--- config.mk ---
export PLATFORM = sky130hd
export DESIGN_NAME = drive_letter_allocator_table
export DESIGN_NICKNAME = d
export VERILOG_FILES = /design/src/hdl/dla_pkg.sv /design/src/hdl/dla_free_stack.sv /design/src/hdl/drive_letter_allocator_table.sv
export VERILOG_INCLUDE_DIRS = /design/src /design/src/hdl
export SDC_FILE = /design/constraint.sdc
export NUM_CORES = 2
export LEC_CHECK = 0
export ABC_AREA = 1
export BUFFER_PORTS_ARGS = -buffer_cell sky130_fd_sc_hd__buf_2
export CORE_ASPECT_RATIO = 0.5
export CORE_UTILIZATION = 40
export DETAILED_ROUTE_END_ITERATION = 10
export HOLD_SLACK_MARGIN = 0.05
export SETUP_SLACK_MARGIN = 0.5
export SKIP_LAST_GASP = 1
export SLEW_MARGIN = 20
export SYNTH_ARGS = -nofsm -noshare
export SYNTH_HDL_FRONTEND = slang
export SYNTH_SLANG_ARGS = --single-unit
--- constraint.sdc ---
create_clock -name clk -period 8.1 [get_ports clk]
set_clock_uncertainty 0.05 [all_clocks]
set_input_delay 1.62 -clock clk [delete_from_list [all_inputs] [get_ports clk]]
set_output_delay 1.62 -clock clk [all_outputs]
set_load 0.01 [all_outputs]
--- src/hdl/drive_letter_allocator_table_defines.svh ---
// Assertion macros shared by the drive letter allocator RTL.
`ifndef DRIVE_LETTER_ALLOCATOR_TABLE_DEFINES_SVH
`define DRIVE_LETTER_ALLOCATOR_TABLE_DEFINES_SVH

// Same-cycle implication, checked on clk, muted during rst
`define DLA_ASSERT_NOW(name, pre, post, msg) \
  name: assert property (@(posedge clk) disable iff (rst) (pre) |-> (post)) else $error(msg);

// Next-cycle implication, checked on clk, muted during rst
`define DLA_ASSERT_NEXT(name, pre, post, msg) \
  name: assert property (@(posedge clk) disable iff (rst) (pre) |=> (post)) else $error(msg);

`endif

--- src/hdl/dla_pkg.sv ---
// Shared types and constants for the drive letter allocator.
`timescale 1ns / 1ps

package dla_pkg;

  // Letter table size and index widths
  localparam int DLA_ENTRIES     = 26;
  localparam int DLA_IDX_W       = 5;
  localparam int DLA_CNT_W       = 5;
  localparam int DLA_HANDLE_BITS = 32;

  // Item field widths
  localparam int DLA_FUNC_W   = 2;
  localparam int DLA_CODE_W   = 8;
  localparam int DLA_LETTER_W = 7;

  // Character codes of the first and last letter
  localparam logic [DLA_CODE_W-1:0] DLA_CODE_A = 8'd65;
  localparam logic [DLA_CODE_W-1:0] DLA_CODE_Z = 8'd90;

  // Operation codes
  typedef enum logic [DLA_FUNC_W-1:0] {
    OP_MOUNT   = 2'd0,
    OP_UNMOUNT = 2'd1,
    OP_LOOKUP  = 2'd2
  } dla_op_t;

  // Request to the free stack
  typedef struct packed {
    logic                 pop;
    logic                 push;
    logic [DLA_IDX_W-1:0] push_idx;
  } dla_stack_req_t;

  // Status from the free stack
  typedef struct packed {
    logic                 empty;
    logic                 full;
    logic [DLA_IDX_W-1:0] top_idx;
    logic [DLA_CNT_W-1:0] count;
  } dla_stack_stat_t;

endpackage

--- src/hdl/dla_free_stack.sv ---
// LIFO stack of free letter indices, full with letter A on top after reset.
`timescale 1ns / 1ps

module dla_free_stack
  import dla_pkg::*;
(
  input  logic            clk,
  input  logic            rst,
  input  dla_stack_req_t  req,
  output dla_stack_stat_t stat
);

  logic [DLA_IDX_W-1:0] slots [DLA_ENTRIES];
  logic [DLA_CNT_W-1:0] count;
  logic [DLA_CNT_W-1:0] count_m1;

  assign count_m1 = count - 1'b1;

  // Status seen by the request logic
  always_comb begin
    stat.empty   = (count == '0);
    stat.full    = (count == DLA_CNT_W'(DLA_ENTRIES));
    stat.count   = count;
    stat.top_idx = stat.empty ? '0 : slots[count_m1[DLA_IDX_W-1:0]];
  end

  // Slot array and fill count; pop and push never come together
  always_ff @(posedge clk) begin
    if (rst) begin
      for (int i = 0; i < DLA_ENTRIES; i++) begin
        slots[i] <= DLA_IDX_W'(DLA_ENTRIES - 1 - i);
      end
      count <= DLA_CNT_W'(DLA_ENTRIES);
    end else if (req.pop && !stat.empty) begin
      count <= count_m1;
    end else if (req.push && !stat.full) begin
      slots[count[DLA_IDX_W-1:0]] <= req.push_idx;
      count                       <= count + 1'b1;
    end
  end

endmodule

--- src/hdl/drive_letter_allocator_table.sv ---
// Top level of the drive letter allocator: free stack plus handle table.
//
//  Channel | Dir | Handshake        | Payload
//  --------+-----+------------------+---------------------------------------------
//  s_axis  | in  | s_tvalid/tready  | s_tdata: func, letter_code, handle_in
//  m_axis  | out | m_tvalid/tready  | m_tdata: letter_out, handle_out, ok
//
//  One item per cycle sustained while m_tready stays high; an item passes the
//  input register, then the table and stack update together with the result register.
//  rst is synchronous: the stack refills with A on top, all handles clear.
//  A stalled result holds; the input register still drains into the result
//  register in the cycle the result is taken, so no bubble is added.
`timescale 1ns / 1ps

`include "drive_letter_allocator_table_defines.svh"

module drive_letter_allocator_table
  import dla_pkg::*;
#(
  parameter  int HANDLE_BITS = DLA_HANDLE_BITS,
  localparam int IN_FLD_W    = DLA_FUNC_W + DLA_CODE_W + HANDLE_BITS,
  localparam int IN_TDATA_W  = ((IN_FLD_W + 7) / 8) * 8,
  localparam int OUT_FLD_W   = DLA_LETTER_W + HANDLE_BITS + 1,
  localparam int OUT_TDATA_W = ((OUT_FLD_W + 7) / 8) * 8
) (
  input  logic                   clk,
  input  logic                   rst,
  input  logic                   s_tvalid,
  output logic                   s_tready,
  // func, letter_code, handle_in (low bit first), zero padded
  input  logic [IN_TDATA_W-1:0]  s_tdata,
  output logic                   m_tvalid,
  input  logic                   m_tready,
  // letter_out, handle_out, ok (low bit first), zero padded
  output logic [OUT_TDATA_W-1:0] m_tdata
);

  // Input register
  logic                    in_vld;
  logic [DLA_FUNC_W-1:0]   in_func;
  logic [DLA_CODE_W-1:0]   in_code;
  logic [HANDLE_BITS-1:0]  in_handle;

  // Result register
  logic                    res_vld;
  logic [DLA_LETTER_W-1:0] res_letter;
  logic [HANDLE_BITS-1:0]  res_handle;
  logic                    res_ok;

  // Handle table, zero means empty
  logic [HANDLE_BITS-1:0]  handles [DLA_ENTRIES];

  logic                    advance;
  logic                    fire;
  logic                    code_ok;
  logic [DLA_CODE_W-1:0]   code_off;
  logic [DLA_IDX_W-1:0]    cidx;
  logic [HANDLE_BITS-1:0]  entry;

  logic                    wr_en;
  logic [DLA_IDX_W-1:0]    wr_idx;
  logic [HANDLE_BITS-1:0]  wr_data;
  logic [DLA_LETTER_W-1:0] letter_next;
  logic [HANDLE_BITS-1:0]  handle_next;
  logic                    ok_next;

  dla_stack_req_t          st_req;
  dla_stack_stat_t         st_stat;

  // Flow control
  assign advance  = !res_vld || m_tready;
  assign fire     = in_vld && advance;
  assign s_tready = !in_vld || advance;
  assign m_tvalid = res_vld;

  // Output packing
  always_comb begin
    m_tdata = '0;
    m_tdata[DLA_LETTER_W-1:0]                        = res_letter;
    m_tdata[DLA_LETTER_W +: HANDLE_BITS]             = res_handle;
    m_tdata[DLA_LETTER_W + HANDLE_BITS]              = res_ok;
  end

  // Input register
  always_ff @(posedge clk) begin
    if (rst) begin
      in_vld <= 1'b0;
    end else if (s_tready) begin
      in_vld <= s_tvalid;
    end
  end

  always_ff @(posedge clk) begin
    if (s_tvalid && s_tready) begin
      in_func   <= s_tdata[DLA_FUNC_W-1:0];
      in_code   <= s_tdata[DLA_FUNC_W +: DLA_CODE_W];
      in_handle <= s_tdata[DLA_FUNC_W + DLA_CODE_W +: HANDLE_BITS];
    end
  end

  // Letter decode and table read
  assign code_ok  = (in_code >= DLA_CODE_A) && (in_code <= DLA_CODE_Z);
  assign code_off = in_code - DLA_CODE_A;
  assign cidx     = code_off[DLA_IDX_W-1:0];
  assign entry    = code_ok ? handles[cidx] : '0;

  // Operation decode
  always_comb begin
    st_req      = '0;
    wr_en       = 1'b0;
    wr_idx      = cidx;
    wr_data     = '0;
    letter_next = '0;
    handle_next = '0;
    ok_next     = 1'b0;
    unique case (in_func)
      OP_MOUNT: begin
        if (!st_stat.empty) begin
          st_req.pop = fire;
          if (st_stat.top_idx < DLA_IDX_W'(DLA_ENTRIES)) begin
            wr_en       = fire;
            wr_idx      = st_stat.top_idx;
            wr_data     = in_handle;
            letter_next = DLA_CODE_A[DLA_LETTER_W-1:0]
                          + DLA_LETTER_W'(st_stat.top_idx);
            ok_next     = 1'b1;
          end
        end
      end
      OP_UNMOUNT: begin
        if (code_ok && entry != '0) begin
          wr_en           = fire;
          st_req.push     = fire;
          st_req.push_idx = cidx;
          ok_next         = 1'b1;
        end
      end
      OP_LOOKUP: begin
        if (code_ok) begin
          handle_next = entry;
          ok_next     = 1'b1;
        end
      end
      default: begin
        // unused operation code: all result fields zero
      end
    endcase
  end

  // Handle table update
  always_ff @(posedge clk) begin
    if (rst) begin
      for (int i = 0; i < DLA_ENTRIES; i++) begin
        handles[i] <= '0;
      end
    end else if (wr_en) begin
      handles[wr_idx] <= wr_data;
    end
  end

  dla_free_stack u_stack (
    .clk  (clk),
    .rst  (rst),
    .req  (st_req),
    .stat (st_stat)
  );

  // Result register
  always_ff @(posedge clk) begin
    if (rst) begin
      res_vld <= 1'b0;
    end else if (advance) begin
      res_vld <= in_vld;
    end
  end

  always_ff @(posedge clk) begin
    if (fire) begin
      res_letter <= letter_next;
      res_handle <= handle_next;
      res_ok     <= ok_next;
    end
  end

  // Checks
  `DLA_ASSERT_NOW(a_letter_needs_ok, res_vld && res_letter != '0, res_ok,
                  "granted letter without ok")
  `DLA_ASSERT_NOW(a_handle_needs_ok, res_vld && res_handle != '0, res_ok,
                  "handle returned without ok")
  `DLA_ASSERT_NOW(a_count_bound, 1'b1, st_stat.count <= DLA_CNT_W'(DLA_ENTRIES),
                  "free stack count above table size")
  `DLA_ASSERT_NEXT(a_empty_mount_holds, fire && in_func == OP_MOUNT && st_stat.empty,
                   $stable(st_stat.count), "mount on empty stack changed the stack")
  `DLA_ASSERT_NEXT(a_unmount_clears, fire && in_func == OP_UNMOUNT && ok_next,
                   handles[$past(cidx)] == '0, "unmount left the entry set")

endmodule

==> flow_summary_export.csv <==
group,metric,value,unit
cells_and_area,nNetsFinal,5466,
sta,finalHoldWorstSlack,0.4660,ns
detailed_routing,dr.pass1.iters,8,
logic_synthesis,synth-async-reset-ratio,0,%
floorplan,core.rowCount,97,
outcome,outcome,"completed",
worst_setup_path,r2r_start,"in_code[0]",
hold_path,min-delay-start,"m_tvalid",
floorplan,top_level_ports,94,
cells_and_area,area_growth_syn_to_layout,10.25,%
global_routing,first_global_vias,40257,
detailed_routing,postRouteAntennaNets,0,
clock_tree,htree_levels,3,
sta,final.min_clock_period,7.011,ns
logic_synthesis,synth.largest_area_cell,"edfxtp_1",
detailed_routing,vias_per_cell,5.583,
worst_setup_path,end_kind,"flip-flop",
global_routing,antenna_found_initial,1,
detailed_routing,drt_iter0_markers,4514,
logic_synthesis,synthesis.area,0.05698,mm2
worst_setup_path,crit_start,"in_code[0]",
global_routing,use_met3,3.335,%
sta,final_hold_viol_count,0,
sta,rsz0062_at_grt,"no",
floorplan,start_util,40.51,%
clock_tree,clk_pin_slew,0.06,ns
logic_synthesis,synth.most_common_cell,"nand2_1",
cells_and_area,final_layout_size_suffix_gt1_share,8.124,%
power,ir_drop,0.1750,mV
worst_setup_path,worstPathArrival,7.42,ns
clock_tree,clk_latency,0.77,ns
logic_synthesis,synthCells,5562,
worst_setup_path,worstPathRequired,8.51,ns
logic_synthesis,ys_top_cells_by_count,"nand2_1, edfxtp_1, nand3_1",
clock_tree,cts_buffers,117,
detailed_routing,vias,41217,
hold_path,hp-class,"flip-flop to flip-flop",
sta,finalSetupViolCount,0,
logic_synthesis,avgSynthCellArea,10.24,um2
detailed_routing,finalWirelength,161.7,mm
flow_run,drv_cap,0,
floorplan,die_w,535.8,um
logic_synthesis,synth-edff-count,1266,
sta,max_slew_margin,18.85,%
power,total_power,14440,uW
logic_synthesis,ys.warnings.count,0,
floorplan,coreArea,0.1407,mm2
logic_synthesis,ys_top_cells_by_area,"edfxtp_1, nand2_1, nand3_1",
sta,max_freq,142.6,MHz
global_routing,grt_max_degree,192,
place,place.gp.congestion,0.8475,
global_routing,met2_usage,36.83,%
power,leakagePower,0.02195,uW
global_routing,grt_use_total,22.28,%
clock_tree,cts_buffer_depth,3,
worst_setup_path,path_class,"flip-flop to flip-flop",
global_routing,met1_usage,29.80,%
place,dpl.hpwl,91.08,mm
logic_synthesis,synth_cell_type_count,33,
global_routing,grt_busiest_layer,"met2",
floorplan,die_area,0.1441,mm2
sta,period_share,86.56,%
logic_synthesis,ys_ff_latch,1273,
place,portBuffers,87,
clock_tree,numClockSinks,1273,
detailed_routing,drc_errors,0,
logic_synthesis,ys.flop_type,"edfxtp_1",
floorplan,die_h,268.9,um
cells_and_area,antenna_cells,0,
logic_synthesis,ys_seq_area_share,66.96,%
clock_tree,cts_setup_buffers,0,
worst_setup_path,cp_max_fo,107,
sta,tns,0,ns
clock_tree,ctsHoldBuffers,0,
logic_synthesis,synth_top_cell_area_share,66.72,%
sta,drv_slew,0,
clock_tree,cts_tree,"done",
worst_setup_path,critPathLaunchType,"flip-flop",
power,powerDensity,229.9,mW/mm2
cells_and_area,fillCellCount,12975,
detailed_routing,wl_per_cell,21.90,um
clock_tree,root_buffer,"clkbuf_16",
global_routing,grt_pass1_wl,243.7,mm
clock_tree,ctsResizeCount,0,
global_routing,overflow,0,
sta,worstMarginPinSlew,1.209,ns
==> routing by layer <==
layer	up-vias	wire (um)
met4	2	5570
met3	274	11990
met2	1660	76570
li1	18973	-
met1	20308	67560
met5	-	10
==> report_power, final <==
part           leakage [uW]  total, uW  switching (uW)  internal [uW]
Combinational       0.00738       1450            1120            328
Clock               0.00185       5530            2510           3020
Sequential           0.0127       7460            51.3           7410
Total                0.0220      14400            3680          10800
==> cells in the final DEF (no fill, tap or decap), drive strengths merged <==
| cell | instances |
|---|---|
| nand2 | 1499 |
| edfxtp | 1266 |
| nand3 | 1067 |
| nor2 | 526 |
| nor3 | 517 |
| buf | 203 |
| clkbuf | 134 |
| inv | 81 |
| clkinv | 75 |
| o21ai | 45 |
| a21oi | 21 |
| o211ai | 12 |
| bufinv | 11 |
| ha | 9 |
| dfxtp | 7 |
| xor2 | 7 |
| conb | 6 |
| nand4 | 4 |
| a22oi | 3 |
| nand3b | 3 |
| clkinvlp | 2 |
| xnor2 | 1 |
| a221oi | 1 |
| a22o | 1 |
| a21boi | 1 |
==> layout make-up <==
cell class	count	area (um2)	share of cell area (%)
Sequential cell	1273	38160	60.74
Multi-Input combinational cell	3723	16710	26.60
Clock buffer	134	3023	4.812
Tap cell	1881	2354	3.746
Timing Repair Buffer	203	1494	2.378
Clock inverter	82	737.0	1.173
Inverter	87	346.6	0.5517
==> sequential cells by signal, summed over array words and instances, names as in the netlist <==
name,flops
in_code,8
in_func,2
in_vld,1
res_letter,7
u_stack.count,5
res_handle,32
m_tvalid,1
res_ok,1
handles,1024
in_handle,32
u_stack.slots,160
==> critical path, stage by stage, from the launching register on <==
cell and delay (ns):
edfxtp_1 0.48, inv_8 0.52, ha_4 0.50, inv_8 0.65, buf_4 0.48, nand3_1 0.14
nand3_1 0.09, nand3_1 0.08, nand2_1 0.09, nand2_1 0.11, nand3_1 0.23, nand2_1 0.21
nor2_1 0.15, nand2_1 0.07, nor2_1 0.08, nand2_1 0.31, nand2_2 0.33, nand2_1 0.15
nand4_1 0.18, buf_12 0.50, buf_4 0.88, nor3_1 0.11
==> worst paths after layout <==
path                          to  slack (ns)  depth (start not counted)
setup reg to reg  handles[1][14]        1.09                         21
hold reg to reg         m_tvalid        0.47                          2
setup / recovery  handles[1][14]        1.09                         21
hold / removal          m_tvalid        0.47                          2
==> metrics by stage <==
step                util (%)  cell area, um2  cells  worst slack (ns)
floorplan                  -           57000   5567             2.131
global placement       41.98           59040   7167             1.214
detailed placement     41.98           59040   7167             1.134
CTS                    44.65           62800   7383             1.116
global route           44.66           62820   7383            0.7579
finish                 44.66           62820   7383             1.089
==> logic make-up (layout without fill, tap and decap cells) <==
| logic type | Yosys count | in the layout | synth area share (%) |
|---|---|---|---|
| other cells | 1 | 6 | 0.006581 |
| compound gates | 84 | 84 | 0.8542 |
| fa+ha+maj | 9 | 9 | 0.1976 |
| buf+inv | 571 | 506 | 4.414 |
| xor+xnor | 8 | 8 | 0.1625 |
| simple gates | 3616 | 3616 | 27.40 |
| flops | 1273 | 1273 | 66.96 |
Power figures use the tool's default switching activity.
